## src/design/vhfp_pkg.sv

```systemverilog
// Shared types, phase codes and field widths for the VPS header field parser.
package vhfp_pkg;

    localparam int BITS_PER_BYTE = 8;
    localparam int VALUE_W       = 48;
    localparam int CNT_W         = 6;
    localparam int RESERVED_W    = 16;
    localparam int COMPAT_W      = 32;
    localparam int ELEM_CODE_MAX = 19;

    // Parse phases; codes 0..19 are also the emitted element codes.
    typedef enum logic [4:0] {
        PH_VPS_ID        = 5'd0,
        PH_BASE_INTERNAL = 5'd1,
        PH_BASE_AVAIL    = 5'd2,
        PH_MAX_LAYERS    = 5'd3,
        PH_MAX_SUB       = 5'd4,
        PH_NESTING       = 5'd5,
        PH_GEN_SPACE     = 5'd6,
        PH_GEN_TIER      = 5'd7,
        PH_GEN_IDC       = 5'd8,
        PH_GEN_COMPAT    = 5'd9,
        PH_GEN_CONSTR    = 5'd10,
        PH_GEN_LEVEL     = 5'd11,
        PH_SUB_PROF_PRES = 5'd12,
        PH_SUB_LVL_PRES  = 5'd13,
        PH_SUB_SPACE     = 5'd14,
        PH_SUB_TIER      = 5'd15,
        PH_SUB_IDC       = 5'd16,
        PH_SUB_COMPAT    = 5'd17,
        PH_SUB_CONSTR    = 5'd18,
        PH_SUB_LEVEL     = 5'd19,
        PH_RESERVED      = 5'd20,
        PH_ALIGN         = 5'd21,
        PH_DONE          = 5'd22
    } t_phase;

    typedef struct packed {
        logic [7:0] data_byte;
        logic       start_req;
    } t_in_item;

    typedef struct packed {
        logic [4:0]         element_code;
        logic [2:0]         sub_layer_index;
        logic [VALUE_W-1:0] element_value;
        logic               header_done;
        logic               run_last;
    } t_out_item;

    // Byte shifter to field engine.
    typedef struct packed {
        logic bit_valid;
        logic bit_val;
        logic start;
        logic last;
    } t_bit_ctl;

    // Result queue status back to the step gate.
    typedef struct packed {
        logic pend_valid;
        logic load_ok;
    } t_q_status;

    // Bits in each phase; alignment length follows max_sub_layers_minus1.
    function automatic logic [CNT_W-1:0] phase_width(t_phase ph, logic [2:0] raw);
        logic [CNT_W-1:0] w;
        unique case (ph)
            PH_VPS_ID:        w = 6'd4;
            PH_BASE_INTERNAL: w = 6'd1;
            PH_BASE_AVAIL:    w = 6'd1;
            PH_MAX_LAYERS:    w = 6'd6;
            PH_MAX_SUB:       w = 6'd3;
            PH_NESTING:       w = 6'd1;
            PH_GEN_SPACE:     w = 6'd2;
            PH_GEN_TIER:      w = 6'd1;
            PH_GEN_IDC:       w = 6'd5;
            PH_GEN_COMPAT:    w = CNT_W'(COMPAT_W);
            PH_GEN_CONSTR:    w = CNT_W'(VALUE_W);
            PH_GEN_LEVEL:     w = 6'd8;
            PH_SUB_PROF_PRES: w = 6'd1;
            PH_SUB_LVL_PRES:  w = 6'd1;
            PH_SUB_SPACE:     w = 6'd2;
            PH_SUB_TIER:      w = 6'd1;
            PH_SUB_IDC:       w = 6'd5;
            PH_SUB_COMPAT:    w = CNT_W'(COMPAT_W);
            PH_SUB_CONSTR:    w = CNT_W'(VALUE_W);
            PH_SUB_LEVEL:     w = 6'd8;
            PH_RESERVED:      w = CNT_W'(RESERVED_W);
            PH_ALIGN:         w = 6'd16 - {2'b00, raw, 1'b0};
            default:          w = 6'd0;
        endcase
        return w;
    endfunction

endpackage

```

## src/design/vps_header_field_parser.sv

```systemverilog
// Top level of the VPS header field parser: byte shifter, field engine, result queue.
//
// Parses a video parameter set RBSP (emulation-prevention bytes already
// stripped) one bit per clock while the bit engine is not stalled, MSB
// first; the byte shifter takes the next byte in the cycle its last bit
// goes. Every syntax element of the VPS prefix and the profile/tier/level
// structure is sent as one transfer when its last bit arrives; the 16
// reserved bits and the alignment bits are consumed silently. A byte may
// produce up to 8 transfers; run_last marks the last of them, so each
// result sits one slot in a pending register until the engine knows
// whether another follows in the same byte. A completed result passes
// from the pending register to the output register that drives
// o_out_valid once it is the last of its byte or another result follows,
// and waits there through any output stall.
// The bit engine stalls whenever the pending slot is full and the output
// register is held by i_out_stall. start_req on a byte restarts the parse
// from that byte; after header_done, bytes are drained and ignored until the
// next start.
module vps_header_field_parser
    import vhfp_pkg::*;
#(
    parameter int SUB_LAYER_SLOTS = 8
) (
    input  logic      i_clk,
    input  logic      i_rst_n,
    input  logic      i_in_valid,
    output logic      o_in_stall,
    input  t_in_item  i_in_data,
    output logic      o_out_valid,
    input  logic      i_out_stall,
    output t_out_item o_out_data
);

    t_bit_ctl  w_bit;
    t_q_status w_qstat;
    t_out_item w_res;
    logic      w_res_valid;
    logic      w_step;
    logic      w_close;

    // One bit advances whenever the pending slot can make room for a result.
    assign w_step  = w_bit.bit_valid && (!w_qstat.pend_valid || w_qstat.load_ok);
    assign w_close = w_step && w_bit.last;

    vhfp_byte_shifter u_shifter (
        .i_clk      (i_clk),
        .i_rst_n    (i_rst_n),
        .i_in_valid (i_in_valid),
        .o_in_stall (o_in_stall),
        .i_in_data  (i_in_data),
        .i_step     (w_step),
        .o_bit      (w_bit)
    );

    vhfp_field_engine #(
        .SUB_LAYER_SLOTS (SUB_LAYER_SLOTS)
    ) u_engine (
        .i_clk       (i_clk),
        .i_rst_n     (i_rst_n),
        .i_step      (w_step),
        .i_bit       (w_bit),
        .o_res_valid (w_res_valid),
        .o_res       (w_res)
    );

    vhfp_result_queue u_queue (
        .i_clk       (i_clk),
        .i_rst_n     (i_rst_n),
        .i_res_valid (w_res_valid),
        .i_res       (w_res),
        .i_close     (w_close),
        .o_status    (w_qstat),
        .o_out_valid (o_out_valid),
        .i_out_stall (i_out_stall),
        .o_out_data  (o_out_data)
    );

    // A new result never lands on a pending one that cannot leave.
    a_no_overwrite: assert property (@(posedge i_clk) disable iff (!i_rst_n)
        w_res_valid |-> (!w_qstat.pend_valid || w_qstat.load_ok))
        else $error("result would overwrite a stuck pending slot");

    // The header's final element always closes its run.
    a_done_is_last: assert property (@(posedge i_clk) disable iff (!i_rst_n)
        (o_out_valid && o_out_data.header_done) |-> o_out_data.run_last)
        else $error("header_done without run_last");

    // Internal skip phases never leak out.
    a_code_range: assert property (@(posedge i_clk) disable iff (!i_rst_n)
        o_out_valid |-> (o_out_data.element_code <= 5'(ELEM_CODE_MAX)))
        else $error("element code out of range");

    // Sub-layer index only on sub-layer elements.
    a_sub_index: assert property (@(posedge i_clk) disable iff (!i_rst_n)
        (o_out_valid && (o_out_data.element_code < PH_SUB_PROF_PRES))
            |-> (o_out_data.sub_layer_index == 3'd0))
        else $error("sub-layer index set on a general element");

endmodule

```

## src/design/vhfp_byte_shifter.sv

```systemverilog
// Input byte register that shifts one bit per cycle when stepped, MSB first.
module vhfp_byte_shifter
    import vhfp_pkg::*;
(
    input  logic     i_clk,
    input  logic     i_rst_n,
    input  logic     i_in_valid,
    output logic     o_in_stall,
    input  t_in_item i_in_data,
    input  logic     i_step,
    output t_bit_ctl o_bit
);

    logic [BITS_PER_BYTE-1:0] r_bits, n_bits;
    logic [3:0]               r_left, n_left;
    logic                     r_start, n_start;
    logic                     w_accept;

    // Free when empty, or when the last bit goes this cycle.
    assign o_in_stall = !((r_left == 4'd0) || ((r_left == 4'd1) && i_step));
    assign w_accept   = i_in_valid && !o_in_stall;

    assign o_bit.bit_valid = (r_left != 4'd0);
    assign o_bit.bit_val   = r_bits[BITS_PER_BYTE-1];
    assign o_bit.start     = r_start;
    assign o_bit.last      = (r_left == 4'd1);

    always_comb begin
        n_bits  = r_bits;
        n_left  = r_left;
        n_start = r_start;
        if (i_step) begin
            n_bits  = {r_bits[BITS_PER_BYTE-2:0], 1'b0};
            n_left  = r_left - 4'd1;
            n_start = 1'b0;
        end
        if (w_accept) begin
            n_bits  = i_in_data.data_byte;
            n_left  = 4'(BITS_PER_BYTE);
            n_start = i_in_data.start_req;
        end
    end

    always_ff @(posedge i_clk) begin
        r_bits <= n_bits;
        if (!i_rst_n) begin
            r_left  <= 4'd0;
            r_start <= 1'b0;
        end else begin
            r_left  <= n_left;
            r_start <= n_start;
        end
    end

endmodule

```

## src/design/vhfp_field_engine.sv

```systemverilog
// Bit-serial field engine: accumulates bits, tracks the parse phase, emits elements.
module vhfp_field_engine
    import vhfp_pkg::*;
#(
    parameter int SUB_LAYER_SLOTS = 8
) (
    input  logic      i_clk,
    input  logic      i_rst_n,
    input  logic      i_step,
    input  t_bit_ctl  i_bit,
    output logic      o_res_valid,
    output t_out_item o_res
);

    typedef struct packed {
        t_phase     ph;
        logic [2:0] idx;
    } t_sel;

    logic [VALUE_W-1:0]         r_acc, n_acc, c_acc, w_acc_sh;
    logic [CNT_W-1:0]           r_cnt, n_cnt, c_cnt, w_cnt1;
    t_phase                     r_ph, n_ph, c_ph, w_nx;
    logic [2:0]                 r_sub, n_sub, c_sub, w_ni;
    logic [2:0]                 r_sub_cnt, n_sub_cnt, c_sub_cnt, w_cnt_new;
    logic [2:0]                 r_raw, n_raw, c_raw, w_raw_new;
    logic [SUB_LAYER_SLOTS-1:0] r_pp, n_pp, c_pp, w_pp_upd;
    logic [SUB_LAYER_SLOTS-1:0] r_lp, n_lp, c_lp, w_lp_upd;
    logic                       r_active, n_active, c_active;
    logic                       w_complete, w_done, w_lp_cur;
    logic [3:0]                 w_sub_inc;
    t_sel                       w_sel0, w_sel_next;

    localparam logic [3:0] SLOTS_W = 4'(SUB_LAYER_SLOTS);

    // Lowest sub-layer at or above j that carries a field.
    function automatic t_sel find_sub(logic [3:0] j, logic [SUB_LAYER_SLOTS-1:0] pp,
                                      logic [SUB_LAYER_SLOTS-1:0] lp, logic [2:0] cnt);
        t_sel s;
        s.ph  = PH_DONE;
        s.idx = 3'd0;
        for (int k = SUB_LAYER_SLOTS - 1; k >= 0; k--) begin
            if ((4'(k) >= j) && (3'(k) < cnt) && (pp[k] || lp[k])) begin
                s.ph  = pp[k] ? PH_SUB_SPACE : PH_SUB_LEVEL;
                s.idx = 3'(k);
            end
        end
        return s;
    endfunction

    // A start byte sees the cleared parse from its first bit.
    assign c_acc     = i_bit.start ? '0 : r_acc;
    assign c_cnt     = i_bit.start ? '0 : r_cnt;
    assign c_ph      = i_bit.start ? PH_VPS_ID : r_ph;
    assign c_sub     = i_bit.start ? 3'd0 : r_sub;
    assign c_sub_cnt = i_bit.start ? 3'd0 : r_sub_cnt;
    assign c_raw     = i_bit.start ? 3'd0 : r_raw;
    assign c_pp      = i_bit.start ? '0 : r_pp;
    assign c_lp      = i_bit.start ? '0 : r_lp;
    assign c_active  = i_bit.start | r_active;

    assign w_acc_sh   = {c_acc[VALUE_W-2:0], i_bit.bit_val};
    assign w_cnt1     = c_cnt + 6'd1;
    assign w_complete = c_active && (w_cnt1 >= phase_width(c_ph, c_raw));
    assign w_raw_new  = (c_ph == PH_MAX_SUB) ? w_acc_sh[2:0] : c_raw;
    assign w_cnt_new  = (c_ph != PH_MAX_SUB) ? c_sub_cnt :
                        ({1'b0, w_acc_sh[2:0]} < SLOTS_W) ? w_acc_sh[2:0] : SLOTS_W[2:0];
    assign w_sub_inc  = {1'b0, c_sub} + 4'd1;

    always_comb begin
        w_pp_upd = c_pp;
        w_lp_upd = c_lp;
        w_lp_cur = 1'b0;
        for (int k = 0; k < SUB_LAYER_SLOTS; k++) begin
            if (3'(k) == c_sub) begin
                w_lp_cur = c_lp[k];
                if (c_ph == PH_SUB_PROF_PRES) w_pp_upd[k] = w_acc_sh[0];
                if (c_ph == PH_SUB_LVL_PRES)  w_lp_upd[k] = w_acc_sh[0];
            end
        end
    end

    assign w_sel0     = find_sub(4'd0, w_pp_upd, w_lp_upd, w_cnt_new);
    assign w_sel_next = find_sub(w_sub_inc, w_pp_upd, w_lp_upd, w_cnt_new);

    // Next phase and sub-layer after the element that completes now.
    always_comb begin
        w_nx = PH_DONE;
        w_ni = 3'd0;
        unique case (c_ph)
            PH_VPS_ID, PH_BASE_INTERNAL, PH_BASE_AVAIL, PH_MAX_LAYERS, PH_MAX_SUB,
            PH_GEN_SPACE, PH_GEN_TIER, PH_GEN_IDC, PH_GEN_COMPAT, PH_GEN_CONSTR: begin
                w_nx = t_phase'(c_ph + 5'd1);
            end
            PH_NESTING:  w_nx = PH_RESERVED;
            PH_RESERVED: w_nx = PH_GEN_SPACE;
            PH_GEN_LEVEL: begin
                w_nx = (w_cnt_new != 3'd0) ? PH_SUB_PROF_PRES : PH_DONE;
            end
            PH_SUB_PROF_PRES: begin
                w_nx = PH_SUB_LVL_PRES;
                w_ni = c_sub;
            end
            PH_SUB_LVL_PRES: begin
                if (w_sub_inc < {1'b0, w_cnt_new}) begin
                    w_nx = PH_SUB_PROF_PRES;
                    w_ni = w_sub_inc[2:0];
                end else if (w_raw_new != 3'd0) begin
                    // alignment only matters if a sub-layer field follows it
                    w_nx = (w_sel0.ph == PH_DONE) ? PH_DONE : PH_ALIGN;
                end else begin
                    w_nx = w_sel0.ph;
                    w_ni = w_sel0.idx;
                end
            end
            PH_ALIGN: begin
                w_nx = w_sel0.ph;
                w_ni = w_sel0.idx;
            end
            PH_SUB_SPACE, PH_SUB_TIER, PH_SUB_IDC, PH_SUB_COMPAT: begin
                w_nx = t_phase'(c_ph + 5'd1);
                w_ni = c_sub;
            end
            PH_SUB_CONSTR: begin
                if (w_lp_cur) begin
                    w_nx = PH_SUB_LEVEL;
                    w_ni = c_sub;
                end else begin
                    w_nx = w_sel_next.ph;
                    w_ni = w_sel_next.idx;
                end
            end
            PH_SUB_LEVEL: begin
                w_nx = w_sel_next.ph;
                w_ni = w_sel_next.idx;
            end
            default: w_nx = PH_DONE;
        endcase
    end

    assign w_done = w_complete && (w_nx == PH_DONE);

    // Result outputs.
    always_comb begin
        o_res_valid           = i_step && w_complete && (c_ph < PH_RESERVED);
        o_res.element_code    = c_ph;
        o_res.sub_layer_index = (c_ph >= PH_SUB_PROF_PRES) ? c_sub : 3'd0;
        o_res.element_value   = w_acc_sh;
        o_res.header_done     = w_done;
        o_res.run_last        = w_done || i_bit.last;
    end

    always_comb begin
        n_acc     = r_acc;
        n_cnt     = r_cnt;
        n_ph      = r_ph;
        n_sub     = r_sub;
        n_sub_cnt = r_sub_cnt;
        n_raw     = r_raw;
        n_pp      = r_pp;
        n_lp      = r_lp;
        n_active  = r_active;
        if (i_step && c_active) begin
            n_acc     = w_acc_sh;
            n_cnt     = w_cnt1;
            n_ph      = c_ph;
            n_sub     = c_sub;
            n_sub_cnt = c_sub_cnt;
            n_raw     = c_raw;
            n_pp      = c_pp;
            n_lp      = c_lp;
            n_active  = 1'b1;
            if (w_complete) begin
                n_acc     = '0;
                n_cnt     = '0;
                n_ph      = w_nx;
                n_sub     = w_ni;
                n_sub_cnt = w_cnt_new;
                n_raw     = w_raw_new;
                n_pp      = w_pp_upd;
                n_lp      = w_lp_upd;
                n_active  = !w_done;
            end
        end
    end

    always_ff @(posedge i_clk) begin
        r_acc <= n_acc;
        if (!i_rst_n) begin
            r_cnt     <= '0;
            r_ph      <= PH_VPS_ID;
            r_sub     <= 3'd0;
            r_sub_cnt <= 3'd0;
            r_raw     <= 3'd0;
            r_pp      <= '0;
            r_lp      <= '0;
            r_active  <= 1'b0;
        end else begin
            r_cnt     <= n_cnt;
            r_ph      <= n_ph;
            r_sub     <= n_sub;
            r_sub_cnt <= n_sub_cnt;
            r_raw     <= n_raw;
            r_pp      <= n_pp;
            r_lp      <= n_lp;
            r_active  <= n_active;
        end
    end

endmodule

```

## src/design/vhfp_result_queue.sv

```systemverilog
// Pending slot plus output register; closes the run flag at the end of each byte.
module vhfp_result_queue
    import vhfp_pkg::*;
(
    input  logic      i_clk,
    input  logic      i_rst_n,
    input  logic      i_res_valid,
    input  t_out_item i_res,
    input  logic      i_close,
    output t_q_status o_status,
    output logic      o_out_valid,
    input  logic      i_out_stall,
    output t_out_item o_out_data
);

    t_out_item r_pend, n_pend, r_out, n_out;
    logic      r_pend_valid, n_pend_valid, r_out_valid, n_out_valid;
    logic      w_load_ok, w_move;

    assign w_load_ok = !r_out_valid || !i_out_stall;
    // Pending leaves once it is known to be last, or a newer result displaces it.
    assign w_move    = r_pend_valid && w_load_ok && (r_pend.run_last || i_res_valid);

    assign o_status.pend_valid = r_pend_valid;
    assign o_status.load_ok    = w_load_ok;
    assign o_out_valid         = r_out_valid;
    assign o_out_data          = r_out;

    always_comb begin
        n_out        = r_out;
        n_out_valid  = r_out_valid;
        n_pend       = r_pend;
        n_pend_valid = r_pend_valid;
        if (w_move) begin
            n_out       = r_pend;
            n_out_valid = 1'b1;
        end else if (r_out_valid && !i_out_stall) begin
            n_out_valid = 1'b0;
        end
        if (i_res_valid) begin
            n_pend       = i_res;
            n_pend_valid = 1'b1;
        end else if (w_move) begin
            n_pend_valid = 1'b0;
        end else if (i_close && r_pend_valid) begin
            n_pend.run_last = 1'b1;
        end
    end

    always_ff @(posedge i_clk) begin
        r_out  <= n_out;
        r_pend <= n_pend;
        if (!i_rst_n) begin
            r_out_valid  <= 1'b0;
            r_pend_valid <= 1'b0;
        end else begin
            r_out_valid  <= n_out_valid;
            r_pend_valid <= n_pend_valid;
        end
    end

endmodule

```

## config.mk

```make
export PLATFORM = sky130hd
export DESIGN_NAME = vps_header_field_parser
export DESIGN_NICKNAME = d
export VERILOG_FILES = /design/src/design/vhfp_pkg.sv /design/src/design/vps_header_field_parser.sv /design/src/design/vhfp_byte_shifter.sv /design/src/design/vhfp_field_engine.sv /design/src/design/vhfp_result_queue.sv
export SDC_FILE = /design/constraint.sdc
export NUM_CORES = 1
export LEC_CHECK = 0
export CAP_MARGIN = 20
export CORE_UTILIZATION = 62
export CTS_CLUSTER_DIAMETER = 60
export DETAILED_ROUTE_END_ITERATION = 8
export DONT_BUFFER_PORTS = 1
export HOLD_SLACK_MARGIN = 0.06
export PLACE_DENSITY = 0.79
export SLEW_MARGIN = 20
export SYNTH_ARGS = -nofsm -noshare
export SYNTH_HDL_FRONTEND = slang
export SYNTH_SLANG_ARGS = --single-unit
export TNS_END_PERCENT = 5
```

## constraint.sdc

```tcl
create_clock -name i_clk -period 9.85 [get_ports i_clk]
set_clock_uncertainty 0.15 [all_clocks]
set_input_delay 2.4625 -clock i_clk [delete_from_list [all_inputs] [get_ports i_clk]]
set_output_delay 2.4625 -clock i_clk [all_outputs]
set_load 0.01 [all_outputs]
```

# Word-level counts from Yosys, hierarchy flattened
# Cells that the tools add are included.
totals:
  mem_bits_ro: 0
  latch_bits: 0
  ff_bits: 215
  word_cells: 265
  out_inout_bits: 60
  mem_count: 0
  ram_bits: 0
classes:
  mux: 106
  eq_ne: 33
  n_lt_le_gt_ge: 20
  div_mod_pow: 0
  addsub: 5
  n_reduce_logical: 74
  n_bitwise: 2
  multipliers: 0
  shift: 0
ops:
  columns: ["cell", "n"]
  rows:
  - ["two-way mux 8 bit", 22]
  - ["two-way mux 5 bit", 14]
  - ["case mux 6 bit (11 select lines)", 1]
  - ["two-way mux 1 bit", 50]
  - ["two-way mux 47 bit", 1]
  - ["case mux 5 bit (9 select lines)", 1]
  - ["equality test 5 x 4 -> 1 bit (second input constant)", 8]
  - ["equality test 5 bit (second input constant)", 8]
  - ["logical AND 1 bit", 36]
  - ["two-way mux 3 bit", 11]
  - ["equality test 5 x 3 -> 1 bit (second input constant)", 4]
  - [">= comparator 3 x 4 -> 1 bit (first input constant)", 4]
  - ["case mux 3 bit (5 select lines)", 1]
  - ["OR reduction 14 bit", 1]
  - ["logical OR 1 bit", 13]
  - ["equality test 3 bit (first input constant)", 4]
  - ["less-than comparator 3 bit (first input constant)", 4]
  - ["two-way mux 6 bit", 2]
  - ["OR reduction 2 bit", 6]
  - ["equality test 5 x 2 -> 1 bit (second input constant)", 2]
  - [">= comparator 1 x 4 -> 1 bit (first input constant)", 2]
  - [">= comparator 2 x 4 -> 1 bit (first input constant)", 2]
  - ["two-way mux 4 bit", 2]
  - ["nonzero test 2 bit", 4]
  - ["29 further kinds", 37]

# Depth between registers and ports, before layout
logic_depth:
  word_depth: 23
  mapped_depth: 25
  ltp_nobuf: 17

# Hierarchy
# A second synthesis with hierarchy kept.
unflattened:
  cells_unflattened: 990
  hier_area_um2: 11098.1
by_module_without_submodules:
  columns: ["mod", "cells_per_inst", "area_each_um2", "instances", "seq_area_each_um2"]
  rows:
  - ["vhfp_field_engine", 806, 6797.8, 1, 2132.0]
  - ["vhfp_result_queue", 129, 3601.0, 1, 3523.4]
  - ["vhfp_byte_shifter", 52, 680.7, 1, 340.3]
  - ["vps_header_field_parser", 3, 18.8, 1, 0.0]

# Worst setup path after synthesis
# OpenSTA, ideal clock, no wires.
synth_timing:
  path_type: "flip-flop to flip-flop"
  from: "register u_shifter.r_start"
  to: "register u_queue.r_out (netlist bit u_queue.o_out_data[0]) (enable)"
  period_less_slack_ps: 8880
  t_arrival_ps: 8256
  stages_incl_launch_ff: 24
  n_path_buf: 8
  path_slack_ps: 970
  required_time_ps: 9226
  cell_sequence: "dfxtp_1 clkbuf_1 clkbuf_1 buf_1 buf_1 clkbuf_1 clkbuf_1 nor2b_1 inv_1 ha_1 clkbuf_1 nand2_1 nor2_1 clkbuf_1 a21oi_1 ha_1 a21o_1 a21o_1 a21oi_1 o21bai_1 a21o_1 and2_1 o21ai_0 nor2_1"
synth_via:
  elab_chain_len: 10
  word_cells_on_any_way: 42
  cone_classes: "2 x add/sub; 2 x order compare; 21 x eq/ne; 4 x mux; 1 x bitwise; 12 x reduce/logical"
synth_lines:
  columns: ["item", "line_no", "text"]
  rows:
  - ["from (decl)", "vhfp_byte_shifter.sv:16", "logic r_start, n_start;"]
  - ["from (signal assigned)", "vhfp_byte_shifter.sv:51", "r_start <= n_start;"]
  - ["two-way mux 5 bit (*)", "vhfp_field_engine.sv:53", "assign c_ph = i_bit.start ? PH_VPS_ID : r_ph;"]
  - ["via u_engine.c_ph[1]", "vhfp_field_engine.sv:22", "t_phase r_ph, n_ph, c_ph, w_nx;"]
  - ["equality test 5 x 1 -> 1 bit (tied with other cells)", "vhfp_pkg.sv:68", "unique case (ph)"]
  - ["OR reduction 7 bit (no line) / OR reduction 2 bit (equally long branches)", null, null]
  - ["case mux 6 bit (11 select lines)", "vhfp_pkg.sv:68", null]
  - [">= comparator 6 bit", "vhfp_field_engine.sv:63", "assign w_complete = c_active && (w_cnt1 >= phase_width(c_ph, c_raw));"]
  - ["logical AND 1 bit", "vhfp_field_engine.sv:63", null]
  - ["logical AND 1 bit", "vhfp_field_engine.sv:144", "o_res_valid = i_step && w_complete && (c_ph < PH_RESERVED);"]
  - ["logical AND 1 bit (*)", "vhfp_field_engine.sv:144", null]
  - ["via u_engine.o_res_valid", "vhfp_field_engine.sv:11", "output logic o_res_valid,"]
  - ["logical OR 1 bit (*)", "vhfp_result_queue.sv:22", "assign w_move = r_pend_valid && w_load_ok && (r_pend.run_last || i_res_valid);"]
  - ["logical AND 1 bit (*)", "vhfp_result_queue.sv:22", null]
  - ["to (signal assigned)", "vhfp_result_queue.sv:51", "r_out <= n_out;"]
  - ["to (decl)", "vhfp_result_queue.sv:16", "t_out_item r_pend, n_pend, r_out, n_out;"]
# Mark *: on every way through the listed nets, which the timed path passes. The rest lies on a longest branch.
# A chain may end at the register's enable or synchronous reset.

# Final worst setup path
layout_timing:
  from: "input i_out_stall"
  to: "output o_in_stall"
layout_via:
  elab_chain_len: 7
layout_lines:
  columns: ["item", "line_no", "text"]
  rows:
  - ["from (decl)", "vps_header_field_parser.sv:30", "input logic i_out_stall,"]
  - ["logical NOT 1 bit", "vhfp_result_queue.sv:20", "assign w_load_ok = !r_out_valid || !i_out_stall;"]
  - ["logical OR 1 bit", "vhfp_result_queue.sv:20", null]
  - ["logical OR 1 bit", "vps_header_field_parser.sv:42", "assign w_step = w_bit.bit_valid && (!w_qstat.pend_valid || w_qstat.load_ok);"]
  - ["logical AND 1 bit", "vps_header_field_parser.sv:42", null]
  - ["logical AND 1 bit", "vhfp_byte_shifter.sv:20", "assign o_in_stall = !((r_left == 4'd0) || ((r_left == 4'd1) && i_step));"]
  - ["logical OR 1 bit", "vhfp_byte_shifter.sv:20", null]
  - ["logical NOT 1 bit", "vhfp_byte_shifter.sv:20", null]
  - ["to (decl)", "vps_header_field_parser.sv:27", "output logic o_in_stall,"]
# No other way between the ends.

==> impl_metrics.ini <==
[cts]
postCtsSetupRepairBufs = 0
cts.sinks = 214
clkLatencyLatePin_ns = 0.51
cts_buffers = 22
path_clk_slew_ns = 0.06
hold_buffers = 0
ctsResizeCount = 0
cts_buffer_depth = 3
cts_tree = yes
cts_root_buf = clkbuf_16
htreeDepth = 1

[yosys]
synthAdderAreaFrac_pct = 2.60
ys_ff_latch = 214
yosysUniqueCellTypes = 81
synth_compound_area_share_pct = 16.5
yosysTopAreaCellShare_pct = 48.5
syn_area_mm2 = 0.0106
ys_async_sr_fraction_pct = 0
synth_top_family_by_area = simple AND/OR/NAND/NOR gates
avgSynthCellArea_um2 = 11.2
synth-xor-area-share_pct = 0.661
syn-num-nets = 982
ys_seq_area_share_pct = 56.6
synth-simple-area-share_pct = 18.8
synth.area.mux_share_pct = 1.62
synth_flop_cell = edfxtp_1
synth-edff-count = 171
synthCells = 947
synth_area_leaders = edfxtp_1 48%, dfxtp_1 8.1%, nor2b_1 4.8%, and2_1 3.5%, ha_1 2.6%
yosysWarnings = 0
netlist.top_cell.by_area = edfxtp_1

[power_and_ir_drop]
cellPowerDensity_mw_per_mm2 = 187
ir_drop_uv = 166
finalPower_mw = 2.13
leakagePower_nw = 3.82

[placement]
dpl.hpwl_um = 17000
postPlaceCellArea_mm2 = 0.0107
io_buffers = 0
pre_cts_ws_ns = 3.62
globalplace.congestion = 0.992
place_inst = 1120

[cells_and_area]
fin_area_mm2 = 0.0114
instances_no_fill = 1159
antenna_cells = 0
seq_area_mm2 = 0.00600
fill_cells = 1210
area_delta_synth_final_pct = 7.52
multi_input_area_mm2 = 0.00427
finalNetCount = 959
fin_util_pct = 68.5
drive_gt1_share_pct = 8.20

[setup_path]
timing.rr.start = u_shifter.r_start
r2r_slack_ns = 3.76
critPathMaxFanout = 8
crit_start = i_out_stall
path_class = in2out
crit_required_ns = 7.24
endpoint = o_in_stall
end_kind = primary output
worstPathArrival_ns = 3.57
rr_endpoint = u_queue.o_out_data[10]
worst-r2r-cell-count = 17
crit_path_start_kind = input pin

[timing]
max-slew-margin-rel_pct = 28.9
layout_min_cycle_time_ns = 6.19
finalHoldViolations = 0
tightest_slew_ns = 1.07
rsz0062_at_grt = false
finalWorstSetupSlack_ns = 3.66
fmax_mhz = 162
min_period_over_period_pct = 62.8
slew_violations = 0
setup_tns_ns = 0
hold_ws_ns = 0.264
setup_viol = 0

[routing]
drtPass1Iterations = 6
drt_iter0_drc = 809
drc = 0
postRouteAntennaNets = 0
via_per_inst = 6.63
routed_wl_um = 25300
num_vias = 7680
wire_per_inst_um = 21.8

[global_routing]
grt_use_met2_pct = 45.1
grt_max_degree = 61
grt_pass1_vias = 7013
gr-usage-met1_pct = 40.5
grt.met3_usage_pct = 4.75
busiest_layer = met2
grt_usage_pct = 28.8
grt_pass1_wl_um = 39800
grt_overflow = 0
antenna_found_initial = 0

[floorplan]
die_h_um = 133
dieArea_mm2 = 0.0176
core_mm2 = 0.0166
die_width_um = 133
io_pins = 73
initial_core_util_pct = 63.7
core.rowCount = 47

[status]
status = completed

[flow_run]
drv_cap = 0

[hold_path]
min_path_type = reg2reg
## Yosys cell counts, types with 4 or more instances
cell,count
a211oi_1,13
a21boi_0,18
a21o_1,7
a21oi_1,30
a22oi_1,16
a311oi_1,6
a31oi_1,6
a32o_1,4
a32oi_1,6
a41o_1,4
a41oi_1,5
and2_1,59
and3_1,5
buf_1,5
buf_2,5
clkbuf_1,44
dfxtp_1,43
edfxtp_1,171
ha_1,22
inv_1,27
mux2_2,9
mux2i_1,7
nand2_1,54
nand2b_1,11
nand3_1,20
nand4_1,6
nor2_1,62
nor2b_1,81
nor3_1,18
nor4_1,9
o2111ai_1,6
o211a_1,4
o211ai_1,10
o21a_1,12
o21ai_0,36
o21ai_1,6
o221a_2,4
o22ai_1,9
o2bb2ai_1,4
o31ai_1,4
or2_2,7
xnor2_1,5
## area by class of cell
| cell class | instances | share of cell area, % |
|---|---|---|
| timing repair buffer | 9 | 0.593 |
| tap | 220 | 2.42 |
| inverter | 30 | 0.988 |
| multi-input combinational | 647 | 37.5 |
| clock buffer | 30 | 5.10 |
| clock inverter | 9 | 0.802 |
| sequential | 214 | 52.6 |
## routing by layer
| metal | part of all wire (%) | routed length (um) |
|---|---|---|
| met3 | 7.6 | 1930 |
| met5 | 0 | 0 |
| met1 | 43 | 10900 |
| met4 | 3.8 | 959 |
| met2 | 46 | 11500 |
## cells in the final DEF (no fill, tap or decap), types with 10 or more instances in the layout
master       n
o21a_1      12
nand3_1     20
inv_1       26
dfxtp_1     42
ha_1        22
nor2_1      61
nor2b_1     81
a211oi_1    13
a22oi_1     16
a21oi_1     30
edfxtp_1   171
clkbuf_16   22
and2_1      58
a21boi_0    18
nand2_1     54
o211ai_1    10
nor3_1      18
o21ai_0     35
nand2b_1    11
## worst min-delay path by stage
stage | startpoint | to | depth (start not counted)
5_1_grt | u_queue.r_pend[50] | u_queue.o_out_data[50] | 0
2_1_floorplan | u_queue.r_pend[10] | u_queue.o_out_data[10] | 0
3_3_place_gp | u_queue.r_pend[32] | u_queue.o_out_data[32] | 0
4_1_cts | u_queue.r_pend[50] | u_queue.o_out_data[50] | 0
3_5_place_dp | u_queue.r_pend[14] | u_queue.o_out_data[14] | 0
6_report | u_queue.r_pend[29] | u_queue.o_out_data[29] | 0
## cells by family (layout without fill, tap and decap cells)
family	Yosys count	after routing
AND/OR/NAND/NOR	359	359
AO/OA/AOI/OAI	242	242
flip-flops	214	214
buffers and inverters	86	78
adder cells (fa/ha/maj)	22	22
multiplexers	16	16
XOR/XNOR	8	8
## critical path: stages
cell and delay (ns):
nand2_1 0.07, inv_1 0.10, a22oi_1 0.55, nand3_1 0.17, a21boi_0 0.23
## power by group
group / switching, mW / internal (mW)
logic: 0.159 / 0.0944
registers: 0.0343 / 1.06
clock network: 0.336 / 0.444
total: 0.529 / 1.60
## registers in the layout (all words and copies together), names as in the netlist
signal / flops
u_queue.o_out_data: 58
u_queue.r_pend: 58
u_engine.r_acc: 47
u_engine.r_lp: 8
u_shifter.r_bits: 8
u_engine.r_pp: 7
u_engine.r_cnt: 6
u_engine.r_ph: 5
u_shifter.r_left: 4
u_engine.r_raw: 3
u_engine.r_sub: 3
u_engine.r_sub_cnt: 3
u_engine.r_active: 1
u_queue.o_out_valid: 1
u_queue.r_pend_valid: 1
u_shifter.r_start: 1
Power figures use the tool's default switching activity.
